File: config.mk
export PLATFORM = sky130hd
export DESIGN_NAME = convex_polygon_span_walker_core
export DESIGN_NICKNAME = d
export VERILOG_FILES = /design/src/rtl/core/cpsw_pkg.sv /design/src/rtl/core/cpsw_div.sv /design/src/rtl/core/cpsw_dp.sv /design/src/rtl/core/cpsw_ctrl.sv /design/src/rtl/core/convex_polygon_span_walker_core.sv
export SDC_FILE = /design/constraint.sdc
export NUM_CORES = 2
export LEC_CHECK = 0
export BUFFER_PORTS_ARGS = -buffer_cell sky130_fd_sc_hd__buf_2
export CAP_MARGIN = 20
export CORE_UTILIZATION = 55
export CTS_CLUSTER_SIZE = 12
export DETAILED_ROUTE_END_ITERATION = 10
export GPL_TIMING_DRIVEN = 0
export HOLD_SLACK_MARGIN = 0.08
export PLACE_DENSITY_LB_ADDON = 0.05
export SLEW_MARGIN = 20
export SYNTH_ARGS = -nofsm -noshare
export SYNTH_HDL_FRONTEND = slang
export SYNTH_HIERARCHICAL = 1
export SYNTH_SLANG_ARGS = --single-unit
File: constraint.sdc
create_clock -name clk -period 11.4 [get_ports clk]
set_input_delay 1.14 -clock clk [delete_from_list [all_inputs] [get_ports clk]]
set_output_delay 1.14 -clock clk [all_outputs]
set_load 0.05 [all_outputs]
File: src/rtl/core/cpsw_pkg.sv
// ----------------------------------------------------------------------------
// cpsw_pkg
// Shared types and constants of the convex polygon span walker.
// ----------------------------------------------------------------------------
package cpsw_pkg;

    localparam int MAX_VERTICES = 5;
    localparam int FRAC_BITS    = 16;
    localparam int GUARD_SLACK  = 8;
    localparam logic [29:0] STEP_LIMIT = 30'h3FFF_FFFF;

    localparam logic [1:0] ACT_START  = 2'd0;
    localparam logic [1:0] ACT_APPEND = 2'd1;
    localparam logic [1:0] ACT_ROW    = 2'd2;

    localparam logic [1:0] CFG_VIEW_TOP    = 2'd0;
    localparam logic [1:0] CFG_VIEW_BOTTOM = 2'd1;
    localparam logic [1:0] CFG_CLIP_LEFT   = 2'd2;
    localparam logic [1:0] CFG_CLIP_RIGHT  = 2'd3;

    typedef struct packed {
        logic [1:0]         action;
        logic signed [15:0] vertex_col;
        logic signed [15:0] vertex_row;
    } span_in_t;

    typedef struct packed {
        logic [11:0] span_row;
        logic [11:0] span_left;
        logic [11:0] span_right;
        logic        span_drawn;
        logic        polygon_done;
    } span_out_t;

    typedef enum logic [1:0] {
        RD_SCAN,
        RD_RIGHT,
        RD_LEFT
    } rd_sel_t;

    typedef struct packed {
        logic    load_first;
        logic    load_append;
        logic    scan_init;
        logic    scan_step;
        logic    setup_commit;
        logic    guard_dec;
        logic    r_adv;
        logic    l_adv;
        logic    r_edge_start;
        logic    l_edge_start;
        logic    r_step_load;
        logic    l_step_load;
        logic    stop_first;
        logic    stop_decide;
        logic    mul_left;
        logic    mul_right;
        logic    add_right;
        logic    span_emit;
        logic    done_emit;
        rd_sel_t rd_sel;
    } dp_cmd_t;

    typedef struct packed {
        logic store_full;
        logic scan_more;
        logic top_below;
        logic guard_out;
        logic row_match;
        logic idx_equal;
        logic div_busy;
        logic need_mul;
        logic seg_open;
        logic at_bot;
    } dp_status_t;

endpackage

File: src/rtl/core/cpsw_div.sv
// ----------------------------------------------------------------------------
// cpsw_div
// Edge slope divider: (dx << FRAC_BITS) / dy, truncated toward zero,
// saturated to +-STEP_LIMIT. Restoring, one quotient bit per cycle.
// ----------------------------------------------------------------------------
module cpsw_div #(
    parameter int FRAC_BITS = cpsw_pkg::FRAC_BITS
) (
    input  logic               clk,
    input  logic               rst_n,
    input  logic               start,
    input  logic signed [16:0] dx,
    input  logic signed [16:0] dy,
    output logic               busy,
    output logic [31:0]        quotient
);

    localparam int NW = 16 + FRAC_BITS;
    localparam int CNTW = $clog2(NW + 1);

    logic            busy_reg;
    logic [CNTW-1:0] cnt_reg;
    logic            neg_reg;
    logic [15:0]     den_reg;
    logic [15:0]     rem_reg;
    logic [NW-1:0]   quo_reg;

    logic [16:0] dx_abs, dy_abs;
    logic [16:0] rem_sh;
    logic [17:0] diff;
    logic [32:0] q_ext;
    logic [29:0] q_sat;
    logic [31:0] q_mag;

    assign dx_abs = dx[16] ? 17'(-dx) : 17'(dx);
    assign dy_abs = dy[16] ? 17'(-dy) : 17'(dy);
    assign rem_sh = {rem_reg, quo_reg[NW-1]};
    assign diff   = {1'b0, rem_sh} - {2'b00, den_reg};

    always_ff @(posedge clk or negedge rst_n)
    begin
        if (!rst_n)
        begin
            busy_reg <= 1'b0;
            cnt_reg  <= '0;
        end
        else if (start)
        begin
            busy_reg <= 1'b1;
            cnt_reg  <= CNTW'(NW);
        end
        else if (busy_reg)
        begin
            cnt_reg <= cnt_reg - 1'b1;
            if (cnt_reg == CNTW'(1))
            begin
                busy_reg <= 1'b0;
            end
        end
    end

    always_ff @(posedge clk)
    begin
        if (start)
        begin
            neg_reg <= dx[16] ^ dy[16];
            den_reg <= dy_abs[15:0];
            rem_reg <= '0;
            quo_reg <= {dx_abs[15:0], {FRAC_BITS{1'b0}}};
        end
        else if (busy_reg)
        begin
            if (!diff[17])
            begin
                rem_reg <= diff[15:0];
                quo_reg <= {quo_reg[NW-2:0], 1'b1};
            end
            else
            begin
                rem_reg <= rem_sh[15:0];
                quo_reg <= {quo_reg[NW-2:0], 1'b0};
            end
        end
    end

    assign q_ext    = 33'(quo_reg);
    assign q_sat    = (q_ext > 33'(cpsw_pkg::STEP_LIMIT)) ? cpsw_pkg::STEP_LIMIT : q_ext[29:0];
    assign q_mag    = {2'b00, q_sat};
    assign quotient = neg_reg ? (32'd0 - q_mag) : q_mag;
    assign busy     = busy_reg;

endmodule

File: src/rtl/core/cpsw_dp.sv
// ----------------------------------------------------------------------------
// cpsw_dp
// Datapath: vertex store, edge walkers, row counter, config registers and
// the result register.
// ----------------------------------------------------------------------------
module cpsw_dp #(
    parameter int MAX_VERTICES = cpsw_pkg::MAX_VERTICES,
    parameter int FRAC_BITS    = cpsw_pkg::FRAC_BITS
) (
    input  logic                 clk,
    input  logic                 rst_n,
    input  cpsw_pkg::span_in_t   req_data,
    input  logic                 cfg_we,
    input  logic [1:0]           cfg_index,
    input  logic [11:0]          cfg_data,
    input  cpsw_pkg::dp_cmd_t    cmd,
    output cpsw_pkg::dp_status_t status,
    output cpsw_pkg::span_out_t  span_data
);

    localparam int IW = $clog2(MAX_VERTICES);
    localparam int CW = $clog2(MAX_VERTICES + 1);

    logic [11:0] top_reg, bot_reg, cl_reg, cr_reg;

    logic signed [15:0] vcol_reg [MAX_VERTICES];
    logic signed [15:0] vrow_reg [MAX_VERTICES];
    logic [CW-1:0]      count_reg;

    logic [CW-1:0]      scan_reg;
    logic [IW-1:0]      best_idx_reg;
    logic signed [15:0] best_row_reg;

    logic [IW-1:0]      l_reg, r_reg;
    logic [31:0]        lpos_reg, rpos_reg, lstep_reg, rstep_reg;
    logic signed [15:0] cur_reg, seg_reg, stop_reg, oldx_reg;
    logic signed [15:0] guard_reg;
    logic signed [16:0] cnt_reg;
    logic [31:0]        prod_reg;
    cpsw_pkg::span_out_t out_reg;

    logic [IW-1:0]      rd_addr;
    logic signed [15:0] rd_row, rd_col;
    logic [CW-1:0]      r_inc;
    logic [IW-1:0]      r_next, l_next;
    logic signed [16:0] cur17, top17, bot17, stop17, seg_min;
    logic signed [15:0] stop_min;
    logic signed [48:0] mul_full;
    logic [31:0]        mul_a;
    logic               div_start, div_busy;
    logic [31:0]        div_q;
    logic signed [16:0] div_dx, div_dy;
    logic signed [32:0] xl, xr, x1c, x2c, cl33, cr33;
    logic               drawn;

    always_comb
    begin
        case (cmd.rd_sel)
            cpsw_pkg::RD_SCAN:  rd_addr = scan_reg[IW-1:0];
            cpsw_pkg::RD_RIGHT: rd_addr = r_reg;
            cpsw_pkg::RD_LEFT:  rd_addr = l_reg;
            default:            rd_addr = r_reg;
        endcase
    end

    assign rd_row = vrow_reg[rd_addr];
    assign rd_col = vcol_reg[rd_addr];

    assign r_inc  = CW'(r_reg) + 1'b1;
    assign r_next = (r_inc >= count_reg) ? '0 : r_inc[IW-1:0];
    assign l_next = (l_reg == '0) ? IW'(count_reg - 1'b1) : l_reg - 1'b1;

    assign cur17    = 17'(cur_reg);
    assign top17    = {5'd0, top_reg};
    assign bot17    = {5'd0, bot_reg};
    assign stop_min = (stop_reg < rd_row) ? stop_reg : rd_row;
    assign stop17   = 17'(stop_min);
    assign seg_min  = (stop17 > bot17) ? bot17 : stop17;

    assign div_start = cmd.r_edge_start | cmd.l_edge_start;
    assign div_dx    = 17'(rd_col) - 17'(oldx_reg);
    assign div_dy    = 17'(rd_row) - cur17;

    cpsw_div #(
        .FRAC_BITS (FRAC_BITS)
    ) u_div (
        .clk      (clk),
        .rst_n    (rst_n),
        .start    (div_start),
        .dx       (div_dx),
        .dy       (div_dy),
        .busy     (div_busy),
        .quotient (div_q)
    );

    // shared multiplier for skipping rows above the view
    assign mul_a    = cmd.mul_left ? lstep_reg : rstep_reg;
    assign mul_full = $signed({{17{mul_a[31]}}, mul_a}) * 49'(cnt_reg);

    // span columns, floor of the 16.16 edge positions
    assign xl   = 33'($signed(lpos_reg) >>> FRAC_BITS);
    assign xr   = 33'($signed(rpos_reg) >>> FRAC_BITS);
    assign cl33 = {21'd0, cl_reg};
    assign cr33 = {21'd0, cr_reg};
    assign x1c  = (xl < cl33) ? cl33 : xl;
    assign x2c  = (xr > cr33) ? cr33 : xr;
    assign drawn = (x1c < cr33) && (x2c > x1c);

    function automatic logic [11:0] sat12(input logic signed [32:0] v);
        logic [11:0] r;
        if (v < 0)
            r = 12'd0;
        else if (v > 33'sd4095)
            r = 12'hFFF;
        else
            r = v[11:0];
        return r;
    endfunction

    always_ff @(posedge clk or negedge rst_n)
    begin
        if (!rst_n)
        begin
            top_reg   <= 12'd0;
            bot_reg   <= 12'd200;
            cl_reg    <= 12'd0;
            cr_reg    <= 12'd320;
            count_reg <= '0;
        end
        else
        begin
            if (cfg_we)
            begin
                case (cfg_index)
                    cpsw_pkg::CFG_VIEW_TOP:    top_reg <= cfg_data;
                    cpsw_pkg::CFG_VIEW_BOTTOM: bot_reg <= cfg_data;
                    cpsw_pkg::CFG_CLIP_LEFT:   cl_reg  <= cfg_data;
                    cpsw_pkg::CFG_CLIP_RIGHT:  cr_reg  <= cfg_data;
                    default:                   top_reg <= top_reg;
                endcase
            end
            if (cmd.load_first)
                count_reg <= CW'(1);
            else if (cmd.load_append)
                count_reg <= count_reg + 1'b1;
        end
    end

    always_ff @(posedge clk)
    begin
        if (cmd.load_first)
        begin
            vcol_reg[0] <= req_data.vertex_col;
            vrow_reg[0] <= req_data.vertex_row;
        end
        else if (cmd.load_append)
        begin
            vcol_reg[count_reg[IW-1:0]] <= req_data.vertex_col;
            vrow_reg[count_reg[IW-1:0]] <= req_data.vertex_row;
        end
    end

    always_ff @(posedge clk)
    begin
        if (cmd.scan_init)
        begin
            scan_reg     <= CW'(1);
            best_idx_reg <= '0;
            best_row_reg <= vrow_reg[0];
        end
        else if (cmd.scan_step)
        begin
            scan_reg <= scan_reg + 1'b1;
            if (rd_row < best_row_reg)
            begin
                best_idx_reg <= scan_reg[IW-1:0];
                best_row_reg <= rd_row;
            end
        end

        if (cmd.setup_commit)
        begin
            cur_reg   <= best_row_reg;
            seg_reg   <= best_row_reg;
            l_reg     <= best_idx_reg;
            r_reg     <= best_idx_reg;
            guard_reg <= 16'({count_reg, 1'b0}) + 16'(bot_reg) - 16'(top_reg)
                         + 16'(cpsw_pkg::GUARD_SLACK);
        end

        if (cmd.guard_dec)
            guard_reg <= guard_reg - 16'sd1;

        if (cmd.r_adv)
        begin
            oldx_reg <= rd_col;
            r_reg    <= r_next;
        end
        if (cmd.l_adv)
        begin
            oldx_reg <= rd_col;
            l_reg    <= l_next;
        end
        if (cmd.r_edge_start)
            rpos_reg <= 32'(oldx_reg) << FRAC_BITS;
        if (cmd.l_edge_start)
            lpos_reg <= 32'(oldx_reg) << FRAC_BITS;
        if (cmd.r_step_load)
            rstep_reg <= div_q;
        if (cmd.l_step_load)
            lstep_reg <= div_q;

        if (cmd.stop_first)
            stop_reg <= rd_row;

        if (cmd.stop_decide)
        begin
            if (stop17 <= top17)
            begin
                cnt_reg <= stop17 - cur17;
                cur_reg <= stop_min;
                seg_reg <= stop_min;
            end
            else if (cur17 < top17)
            begin
                cnt_reg <= top17 - cur17;
                cur_reg <= 16'(top_reg);
                seg_reg <= seg_min[15:0];
            end
            else
            begin
                seg_reg <= seg_min[15:0];
            end
        end

        if (cmd.mul_left || cmd.mul_right)
            prod_reg <= mul_full[31:0];
        if (cmd.mul_right)
            lpos_reg <= lpos_reg + prod_reg;
        if (cmd.add_right)
            rpos_reg <= rpos_reg + prod_reg;

        if (cmd.span_emit)
        begin
            out_reg.span_row     <= cur_reg[11:0];
            out_reg.span_left    <= sat12(x1c);
            out_reg.span_right   <= sat12(x2c);
            out_reg.span_drawn   <= drawn;
            out_reg.polygon_done <= 1'b0;
            lpos_reg <= lpos_reg + lstep_reg;
            rpos_reg <= rpos_reg + rstep_reg;
            cur_reg  <= cur_reg + 16'sd1;
        end
        else if (cmd.done_emit)
        begin
            out_reg <= '{span_row: 12'd0, span_left: 12'd0, span_right: 12'd0,
                         span_drawn: 1'b0, polygon_done: 1'b1};
        end
    end

    assign status.store_full = (count_reg == CW'(MAX_VERTICES));
    assign status.scan_more  = (scan_reg < count_reg);
    assign status.top_below  = (17'(best_row_reg) >= bot17);
    assign status.guard_out  = (guard_reg < 16'sd1);
    assign status.row_match  = (rd_row == cur_reg);
    assign status.idx_equal  = (l_reg == r_reg);
    assign status.div_busy   = div_busy;
    assign status.need_mul   = (stop17 <= top17) || (cur17 < top17);
    assign status.seg_open   = (cur_reg < seg_reg);
    assign status.at_bot     = (cur17 == bot17);

    assign span_data = out_reg;

endmodule

File: src/rtl/core/cpsw_ctrl.sv
// ----------------------------------------------------------------------------
// cpsw_ctrl
// Controller: request decode, setup scan, edge walk sequencing, result beat.
// ----------------------------------------------------------------------------
module cpsw_ctrl (
    input  logic                 clk,
    input  logic                 rst_n,
    input  logic                 req_valid,
    output logic                 req_ready,
    input  logic [1:0]           req_action,
    output logic                 span_valid,
    input  logic                 span_ready,
    input  cpsw_pkg::dp_status_t status,
    output cpsw_pkg::dp_cmd_t    cmd
);

    typedef enum logic [1:0] {
        PH_DONE,
        PH_LOAD,
        PH_WALK
    } phase_t;

    typedef enum logic [4:0] {
        S_IDLE,
        S_SCAN,
        S_COMMIT,
        S_WALK,
        S_R_ADV,
        S_R_TEST,
        S_R_DIV,
        S_L_CHECK,
        S_L_ADV,
        S_L_TEST,
        S_L_DIV,
        S_STOP_R,
        S_STOP_L,
        S_MUL_L,
        S_MUL_R,
        S_ADD_R,
        S_CHECK,
        S_EMIT_SPAN,
        S_EMIT_DONE
    } state_t;

    state_t state_reg, state_next;
    phase_t phase_reg, phase_next;
    logic   valid_reg, valid_next;
    logic   can_out;

    assign can_out = !valid_reg || span_ready;

    always_comb
    begin
        cmd        = '0;
        cmd.rd_sel = cpsw_pkg::RD_RIGHT;
        state_next = state_reg;
        phase_next = phase_reg;
        req_ready  = 1'b0;

        case (state_reg)
            S_IDLE:
            begin
                req_ready = 1'b1;
                if (req_valid)
                begin
                    case (req_action)
                        cpsw_pkg::ACT_START:
                        begin
                            cmd.load_first = 1'b1;
                            phase_next     = PH_LOAD;
                        end
                        cpsw_pkg::ACT_APPEND:
                        begin
                            cmd.load_append = (phase_reg == PH_LOAD) && !status.store_full;
                        end
                        cpsw_pkg::ACT_ROW:
                        begin
                            if (phase_reg == PH_LOAD)
                            begin
                                cmd.scan_init = 1'b1;
                                state_next    = S_SCAN;
                            end
                            else if (phase_reg == PH_WALK)
                                state_next = S_CHECK;
                            else
                                state_next = S_EMIT_DONE;
                        end
                        default:
                        begin
                            state_next = S_IDLE;
                        end
                    endcase
                end
            end
            S_SCAN:
            begin
                cmd.rd_sel = cpsw_pkg::RD_SCAN;
                if (status.scan_more)
                    cmd.scan_step = 1'b1;
                else
                    state_next = S_COMMIT;
            end
            S_COMMIT:
            begin
                cmd.setup_commit = 1'b1;
                if (status.top_below)
                begin
                    phase_next = PH_DONE;
                    state_next = S_EMIT_DONE;
                end
                else
                begin
                    phase_next = PH_WALK;
                    state_next = S_WALK;
                end
            end
            S_WALK:
            begin
                cmd.guard_dec = 1'b1;
                if (status.guard_out)
                begin
                    phase_next = PH_DONE;
                    state_next = S_EMIT_DONE;
                end
                else if (status.row_match)
                    state_next = S_R_ADV;
                else
                    state_next = S_L_CHECK;
            end
            S_R_ADV:
            begin
                cmd.r_adv  = 1'b1;
                state_next = S_R_TEST;
            end
            S_R_TEST:
            begin
                if (!status.row_match)
                begin
                    cmd.r_edge_start = 1'b1;
                    state_next       = S_R_DIV;
                end
                else if (status.idx_equal)
                begin
                    phase_next = PH_DONE;
                    state_next = S_EMIT_DONE;
                end
                else
                    state_next = S_R_ADV;
            end
            S_R_DIV:
            begin
                if (!status.div_busy)
                begin
                    cmd.r_step_load = 1'b1;
                    state_next      = S_L_CHECK;
                end
            end
            S_L_CHECK:
            begin
                cmd.rd_sel = cpsw_pkg::RD_LEFT;
                state_next = status.row_match ? S_L_ADV : S_STOP_R;
            end
            S_L_ADV:
            begin
                cmd.rd_sel = cpsw_pkg::RD_LEFT;
                cmd.l_adv  = 1'b1;
                state_next = S_L_TEST;
            end
            S_L_TEST:
            begin
                cmd.rd_sel = cpsw_pkg::RD_LEFT;
                if (!status.row_match)
                begin
                    cmd.l_edge_start = 1'b1;
                    state_next       = S_L_DIV;
                end
                else if (status.idx_equal)
                begin
                    phase_next = PH_DONE;
                    state_next = S_EMIT_DONE;
                end
                else
                    state_next = S_L_ADV;
            end
            S_L_DIV:
            begin
                if (!status.div_busy)
                begin
                    cmd.l_step_load = 1'b1;
                    state_next      = S_STOP_R;
                end
            end
            S_STOP_R:
            begin
                cmd.stop_first = 1'b1;
                state_next     = S_STOP_L;
            end
            S_STOP_L:
            begin
                cmd.rd_sel      = cpsw_pkg::RD_LEFT;
                cmd.stop_decide = 1'b1;
                state_next      = status.need_mul ? S_MUL_L : S_CHECK;
            end
            S_MUL_L:
            begin
                cmd.mul_left = 1'b1;
                state_next   = S_MUL_R;
            end
            S_MUL_R:
            begin
                cmd.mul_right = 1'b1;
                state_next    = S_ADD_R;
            end
            S_ADD_R:
            begin
                cmd.add_right = 1'b1;
                state_next    = S_CHECK;
            end
            S_CHECK:
            begin
                if (status.seg_open)
                    state_next = S_EMIT_SPAN;
                else if (status.idx_equal || status.at_bot)
                begin
                    phase_next = PH_DONE;
                    state_next = S_EMIT_DONE;
                end
                else
                    state_next = S_WALK;
            end
            S_EMIT_SPAN:
            begin
                if (can_out)
                begin
                    cmd.span_emit = 1'b1;
                    state_next    = S_IDLE;
                end
            end
            S_EMIT_DONE:
            begin
                if (can_out)
                begin
                    cmd.done_emit = 1'b1;
                    state_next    = S_IDLE;
                end
            end
            default:
            begin
                state_next = S_IDLE;
            end
        endcase
    end

    always_comb
    begin
        if (cmd.span_emit || cmd.done_emit)
            valid_next = 1'b1;
        else if (span_ready)
            valid_next = 1'b0;
        else
            valid_next = valid_reg;
    end

    always_ff @(posedge clk or negedge rst_n)
    begin
        if (!rst_n)
        begin
            state_reg <= S_IDLE;
            phase_reg <= PH_DONE;
            valid_reg <= 1'b0;
        end
        else
        begin
            state_reg <= state_next;
            phase_reg <= phase_next;
            valid_reg <= valid_next;
        end
    end

    assign span_valid = valid_reg;

endmodule

File: src/rtl/core/convex_polygon_span_walker_core.sv
// ----------------------------------------------------------------------------
// convex_polygon_span_walker_core
// Turns a loaded clockwise convex polygon into one clamped span per request.
// ----------------------------------------------------------------------------
//  channel | signals                              | dir | beat
//  req     | req_valid req_ready req_data         | in  | vertex load or row request
//  span    | span_valid span_ready span_data      | out | one per row request
//  cfg     | cfg_valid cfg_ready cfg_index cfg_data| in | register write, always ready
//
//  Vertex loads are stored on accept. A row request inside a segment: accept,
//  segment check, emit. Crossing a vertex adds walk, advance, test, check and
//  stop steps, another advance and test per horizontal edge skipped, multiply
//  and add steps when rows above the view are skipped, a wait per slope divide;
//  the first request also scans the store, one entry a cycle, then commits.
//  Reset is asynchronous, active low; the vertex store is not cleared.
//  A held span beat stalls only the emit step; req is taken again once the
//  result is in the output register.
module convex_polygon_span_walker_core #(
    parameter int MAX_VERTICES = cpsw_pkg::MAX_VERTICES,
    parameter int FRAC_BITS    = cpsw_pkg::FRAC_BITS
) (
    input  logic                clk,
    input  logic                rst_n,
    input  logic                req_valid,
    output logic                req_ready,
    input  cpsw_pkg::span_in_t  req_data,
    output logic                span_valid,
    input  logic                span_ready,
    output cpsw_pkg::span_out_t span_data,
    input  logic                cfg_valid,
    output logic                cfg_ready,
    input  logic [1:0]          cfg_index,
    input  logic [11:0]         cfg_data
);

    cpsw_pkg::dp_cmd_t    cmd;
    cpsw_pkg::dp_status_t status;

    assign cfg_ready = 1'b1;

    cpsw_ctrl u_ctrl (
        .clk        (clk),
        .rst_n      (rst_n),
        .req_valid  (req_valid),
        .req_ready  (req_ready),
        .req_action (req_data.action),
        .span_valid (span_valid),
        .span_ready (span_ready),
        .status     (status),
        .cmd        (cmd)
    );

    cpsw_dp #(
        .MAX_VERTICES (MAX_VERTICES),
        .FRAC_BITS    (FRAC_BITS)
    ) u_dp (
        .clk       (clk),
        .rst_n     (rst_n),
        .req_data  (req_data),
        .cfg_we    (cfg_valid),
        .cfg_index (cfg_index),
        .cfg_data  (cfg_data),
        .cmd       (cmd),
        .status    (status),
        .span_data (span_data)
    );

endmodule

Yosys cells after proc, flatten, opt, wreduce, memory -nomap -nowiden
Memory sizes are Yosys's and may differ from the RTL's.
Cells that the tools add are included.
Widths: inputs -> output; s select.
Word-level totals
  bits in registers: 454
  memory bits (writable): 160
  bits of input ports: 53
  output and inout port bits: 41
  word-level logic and storage cells: 295
  memories: 2
Operators by class
  $add $sub $neg: 23
  $mul: 1
  order comparisons: 19
  equal/unequal tests: 43
  multiplexer cells: 125
  bitwise gates (word level): 2
  reduce and logical (&&, ||, !) cells: 44
Memories
  u_dp.vcol_reg: depth 5, bits a word 16, rd ports 1, clocked after memory_dff 0, wr ports 1, line cpsw_dp.sv:26  | logic signed [15:0] vcol_reg [MAX_VERTICES];
  u_dp.vrow_reg: depth 5, bits a word 16, rd ports 2, clocked after memory_dff 0, wr ports 1, line cpsw_dp.sv:27  | logic signed [15:0] vrow_reg [MAX_VERTICES];
Operators with widths (count)
  $mux 16: 22
  $mux 32: 10
  $add 32x32->32: 4
  $pmux 5 s18: 1
  $mux 38: 2
  $mux 5: 15
  $gt 33x13->1 const B: 2
  $lt 33x1->1 const B: 2
  $mux 33: 2
  $sub 16x16->17: 3
  $lt 16x16->1: 3
  $mux 12: 4
  $eq 5x4->1 const B: 8
  $mux 1: 38
  $mux 17: 2
  $gt 33x33->1: 1
  $lt 33x13->1: 1
  $mux 3: 11
  $gt 16x13->1: 2
  $gt 32x30->1 const B: 1
  $lt 16x13->1: 2
  $mul 32x17->32: 1
  $neg 16->16: 2
  $reduce_or 16->1: 2
  52 further kinds: 116

Depth between registers and ports, before layout
An unclocked memory read counts as a cell.
  depth after elaboration: 12
  depth in mapped cells: 38
  mapped depth without buffers: 32

Modules after synthesis
Netlist, hierarchy kept.
Modules (own cells, without submodules)
  cpsw_dp: instances 1, cells each 4645, area an instance 47011.3 um2, seq. area each 15556.2 um2
  cpsw_div: instances 1, cells each 612, area an instance 5165.0 um2, seq. area each 1806.7 um2
  cpsw_ctrl: instances 1, cells each 142, area an instance 1024.7 um2, seq. area each 200.2 um2
  convex_polygon_span_walker_core: instances 1, cells each 2, area an instance 11.3 um2, seq. area each 0.0 um2

Least setup slack after synthesis
OpenSTA, ideal clock, no wires.
  path type: reg2reg
  start point: reg u_ctrl.state_reg[2]
  end point: reg u_dp.prod_reg[30], data pin
  setup time: 135 ps
  arrival: 8177 ps
  data required time: 11265 ps
  path slack: 3088 ps
  cell stages (with the launch flop): 30
  buffers on the path: 6
  period minus slack after synthesis: 8312 ps
  path through: dfrtp_1 -> buf_2 -> nand3b_1 -> nor2_1 -> clkbuf_1 -> buf_1 -> buf_1 -> clkbuf_1 -> mux2_2 -> clkbuf_1 -> nand2_1 -> fa_1 -> inv_1 -> fa_1 -> fa_1 -> inv_1 -> fa_1 -> fa_1 -> inv_1 -> fa_1 -> ha_1 -> o21a_1 -> o21ai_0 -> a2bb2oi_1 -> a41oi_1 -> a21boi_0 -> a31o_2 -> a31oi_1 -> or4b_2 -> nand3_1
RTL lines
  start, declared: line cpsw_ctrl.sv:45  | state_t state_reg, state_next;
  start signal, assigned: line cpsw_ctrl.sv:274  | state_reg <= state_next;
  end signal, assigned: line cpsw_dp.sv:237  | prod_reg <= mul_full[31:0];
  end, declared: line cpsw_dp.sv:39  | logic [31:0] prod_reg;

==> impl_results.html <==
<table>
<tr><th>Metric</th><th>Value</th></tr>
<tr><th colspan="2">Run status</th></tr>
<tr><td>Status</td><td>finished, final reports clean</td></tr>
<tr><th colspan="2">Yosys</th></tr>
<tr><td>Sequential element share of the synthesized area</td><td>33.0%</td></tr>
<tr><td>Cell count after synthesis</td><td>5401</td></tr>
<tr><td>Post-Synthesis Cell Area</td><td>0.0532 mm²</td></tr>
<tr><td>Cells taking the most area after synthesis</td><td>sky130_fd_sc_hd__edfxtp_1 (28%), sky130_fd_sc_hd__fa_1 (13%), sky130_fd_sc_hd__ha_1 (11%), sky130_fd_sc_hd__inv_1 (4.6%), sky130_fd_sc_hd__nand2_1 (3.8%)</td></tr>
<tr><td>Mean area per synthesized cell</td><td>9.85 µm²</td></tr>
<tr><td>Share of async-settable or async-resettable flops after synthesis</td><td>10.7%</td></tr>
<tr><td>Synthesis Warnings</td><td>6</td></tr>
<tr><td>Number of enable flip-flop cells after synthesis</td><td>493</td></tr>
<tr><td>Portion of synthesized cell area occupied by the leading cell type</td><td>27.8%</td></tr>
<tr><td>Dominant cell type by area after synthesis</td><td>sky130_fd_sc_hd__edfxtp_1</td></tr>
<tr><td>Flop and latch count out of synthesis</td><td>614</td></tr>
<tr><td>Leading register cell type out of synthesis</td><td>sky130_fd_sc_hd__edfxtp_1</td></tr>
<tr><td>Top post-synthesis cells by count</td><td>sky130_fd_sc_hd__inv_1 (647), sky130_fd_sc_hd__nand2_1 (539), sky130_fd_sc_hd__edfxtp_1 (493), sky130_fd_sc_hd__ha_1 (466), sky130_fd_sc_hd__fa_1 (333)</td></tr>
<tr><td>Synth unique cells</td><td>106</td></tr>
<tr><td>Syn_nets</td><td>6253</td></tr>
<tr><td>Most frequent cell after synthesis</td><td>sky130_fd_sc_hd__inv_1</td></tr>
<tr><th colspan="2">CTS</th></tr>
<tr><td>Latest clock arrival within the worst-skew pair</td><td>0.68 ns</td></tr>
<tr><td>Clock tree from TritonCTS</td><td>done</td></tr>
<tr><td>Clock buffers created by TritonCTS</td><td>74</td></tr>
<tr><td>Number of H-tree levels</td><td>3</td></tr>
<tr><td>Post-CTS setup-driven buffer insertion count</td><td>0</td></tr>
<tr><td>CTS Buffer Depth</td><td>3</td></tr>
<tr><td>Clock slew at the register clock pins of the worst setup and hold paths</td><td>0.06 ns</td></tr>
<tr><td>Buffer cell driving the clock tree root</td><td>sky130_fd_sc_hd__clkbuf_16</td></tr>
<tr><td>Clk sink count</td><td>614</td></tr>
<tr><th colspan="2">Floorplanning</th></tr>
<tr><td>Die Area</td><td>0.0980 mm²</td></tr>
<tr><td>FP Rows</td><td>113</td></tr>
<tr><td>Starting Density</td><td>55.8%</td></tr>
<tr><td>Total core area</td><td>0.0954 mm²</td></tr>
<tr><td>Y dimension of the die</td><td>313 µm</td></tr>
<tr><td>Die W</td><td>313 µm</td></tr>
<tr><td>Number of top-level design ports</td><td>94</td></tr>
<tr><th colspan="2">Timing</th></tr>
<tr><td>Share of the cycle needed by the critical path after routing</td><td>93.9%</td></tr>
<tr><td>Final critical-path setup slack</td><td>0.694 ns</td></tr>
<tr><td>Transition time of the tightest slew-check pin</td><td>1.16 ns</td></tr>
<tr><td>Relative slew slack</td><td>20.3%</td></tr>
<tr><td>Final-report hold violation count</td><td>0</td></tr>
<tr><td>Fin. max-slew vios</td><td>0</td></tr>
<tr><td>Fmax achieved</td><td>93.4 MHz</td></tr>
<tr><td>Unrepaired setup endpoints after global routing</td><td>false</td></tr>
<tr><td>Worst Hold Slack</td><td>0.370 ns</td></tr>
<tr><td>Number of setup violations in the final report</td><td>0</td></tr>
<tr><td>Post-layout minimum cycle time</td><td>10.71 ns</td></tr>
<tr><td>Worst clock skew on the final layout</td><td>0.0455 ns</td></tr>
<tr><td>Final setup TNS</td><td>0 ns</td></tr>
<tr><th colspan="2">Final layout</th></tr>
<tr><td>Nets@finish</td><td>6462</td></tr>
<tr><td>Ratio of cells with drive above 1 in the final layout</td><td>8.24%</td></tr>
<tr><td>Cell area after layout</td><td>0.0581 mm²</td></tr>
<tr><td>FF/Latch Area</td><td>0.0176 mm²</td></tr>
<tr><td>Area added between synthesis and finish</td><td>9.27%</td></tr>
<tr><td>Area occupied by multi-input gates</td><td>0.0325 mm²</td></tr>
<tr><td>Filler cell count</td><td>8257</td></tr>
<tr><th colspan="2">Routing</th></tr>
<tr><td>Drt pass-1 iters</td><td>6</td></tr>
<tr><td>Detail Route Antenna Nets</td><td>0</td></tr>
<tr><td>Routed wire length</td><td>164000 µm</td></tr>
<tr><td>Routed WL per cell</td><td>23.7 µm</td></tr>
<tr><td>Via density per instance</td><td>6.04</td></tr>
<tr><td>Vias post-DR</td><td>41852</td></tr>
<tr><td>DRC violations left</td><td>0</td></tr>
<tr><td>First-iteration detailed-routing DRC count</td><td>3593</td></tr>
<tr><th colspan="2">Worst setup path</th></tr>
<tr><td>Crit Path Max Fanout</td><td>10</td></tr>
<tr><td>Slowest stage cell on the critical path</td><td>sky130_fd_sc_hd__clkbuf_1</td></tr>
<tr><td>Type of the worst setup path</td><td>flip-flop to flip-flop</td></tr>
<tr><td>Cell with the most instances on the worst path</td><td>sky130_fd_sc_hd__fa_1</td></tr>
<tr><td>CP endpoint kind</td><td>flip-flop</td></tr>
<tr><td>Path depth of the worst reg2reg path</td><td>29</td></tr>
<tr><td>Critical Path Source</td><td>u_ctrl/state_reg[2]</td></tr>
<tr><td>Startpoint of the most critical register-to-register path</td><td>u_ctrl/state_reg[2]</td></tr>
<tr><td>Slack of the worst reg-to-reg path</td><td>0.69 ns</td></tr>
<tr><td>Critical path data required time</td><td>11.93 ns</td></tr>
<tr><td>Arrival time at the worst endpoint</td><td>11.23 ns</td></tr>
<tr><td>Reg-to-Reg End</td><td>u_dp/prod_reg[30]</td></tr>
<tr><td>Slowest cell delay on critical path</td><td>0.67 ns</td></tr>
<tr><td>Kind of launch point of the worst setup path</td><td>flip-flop</td></tr>
<tr><th colspan="2">GRT</th></tr>
<tr><td>Maximum number of pins on one net before global-route repair</td><td>49</td></tr>
<tr><td>Initial antenna violation count</td><td>8</td></tr>
<tr><td>Total global routing overflow</td><td>0</td></tr>
<tr><td>Number of global-route vias before repair</td><td>40340</td></tr>
<tr><td>Met2 capacity usage during global routing</td><td>54.5%</td></tr>
<tr><td>Routing layer with the top usage in global route</td><td>met2</td></tr>
<tr><td>Global routing usage summed across all routing layers</td><td>33.6%</td></tr>
<tr><td>Met1 demand-to-capacity share in global routing</td><td>45.7%</td></tr>
<tr><td>Global-route wire length before repair</td><td>248000 µm</td></tr>
<tr><td>Met3 GRT Util</td><td>5.51%</td></tr>
<tr><th colspan="2">Placement</th></tr>
<tr><td>Placed cell area</td><td>0.0556 mm²</td></tr>
<tr><td>Port-buffer cells</td><td>92</td></tr>
<tr><td>Worst slack at placement</td><td>0.580 ns</td></tr>
<tr><td>GPL Wtd Cong</td><td>0.999</td></tr>
<tr><td>HPWL after detailed placement</td><td>133000 µm</td></tr>
<tr><th colspan="2">Hold path</th></tr>
<tr><td>Tightest Hold Check Type</td><td>primary input to asynchronous set/reset pin</td></tr>
<tr><th colspan="2">Run</th></tr>
<tr><td>Number of max-cap violations</td><td>0</td></tr>
</table>
## how the worst max path moves through the flow
stage                   endpoint  slack (ns)  cells past startpoint
2_1_floorplan  u_dp/prod_reg[30]        3.09                     29
5_1_grt        u_dp/prod_reg[30]        0.09                     29
3_3_place_gp   u_dp/prod_reg[30]        0.65                     29
4_1_cts        u_dp/prod_reg[30]        0.57                     29
3_5_place_dp   u_dp/prod_reg[30]        0.58                     29
6_report       u_dp/prod_reg[30]        0.69                     29
## per-layer routing
metal	vias to the layer above	wire length [µm]
li1	19313	-
met1	20615	69200
met2	1631	76700
met3	291	12600
met4	2	5930
met5	-	13
## cells by family (layout without fill, tap and decap cells)
group           count (synthesis)  in the layout  share of synthesized area [%]
flops                         614            614                           33.0
other cells                     1              2                        0.00705
compound gates               1102           1102                           13.6
xor+xnor                      309            309                           5.09
simple gates                 1504           1504                           13.7
buf+inv                       837           1102                           6.02
mux                           235            235                           5.09
fa+ha+maj                     799            799                           23.5
## per-stage QoR
step | cells | utilization, %
6_report | 6932 | 60.9
5_1_grt | 6931 | 60.9
4_1_cts | 6931 | 60.9
3_5_place_dp | 6799 | 58.3
3_3_place_gp | 6758 | 57.9
2_1_floorplan | 5401 | -
## area by class of cell
class	count	area share [%]
Antenna cell	1	0.00430
Buffer	190	1.34
Clock buffer	94	3.35
Clock inverter	38	0.945
Inverter	647	4.18
Multi-Input combinational cell	3950	55.9
Sequential cell	614	30.2
Tap cell	1265	2.72
Timing Repair Buffer	133	1.39
## cell usage in the layout, fill, tap and decap left out, types with 114 or more instances in the layout
cell and n:
sky130_fd_sc_hd__clkbuf_1 166, sky130_fd_sc_hd__xnor2_1 181, sky130_fd_sc_hd__xor2_1 128, sky130_fd_sc_hd__a21oi_1 282
sky130_fd_sc_hd__nor2_1 300, sky130_fd_sc_hd__inv_1 647, sky130_fd_sc_hd__buf_2 115, sky130_fd_sc_hd__nand2_1 539
sky130_fd_sc_hd__o21ai_0 219, sky130_fd_sc_hd__mux2_2 114, sky130_fd_sc_hd__fa_1 333, sky130_fd_sc_hd__edfxtp_1 493
sky130_fd_sc_hd__ha_1 466, sky130_fd_sc_hd__and2_1 146
## worst max-delay path, delay by kind of cell, from the launching register on
family,cells,cell delay [ns]
flops,1,0.40
simple gates,6,1.72
compound gates,4,1.07
buf+inv,11,3.30
mux,1,0.46
fa+ha+maj,7,3.59
## what timing repair did
action / 4_1_cts / 5_1_grt
hold endpoints to repair: 0 / 0
setup endpoints to repair: 0 / 1
hold buffers: 0 / 0
resized for setup: 0 / 1
Power is left out: the tool's default activity adds up to more than one toggle a clock period on the data nets, which glitch-free logic cannot reach.
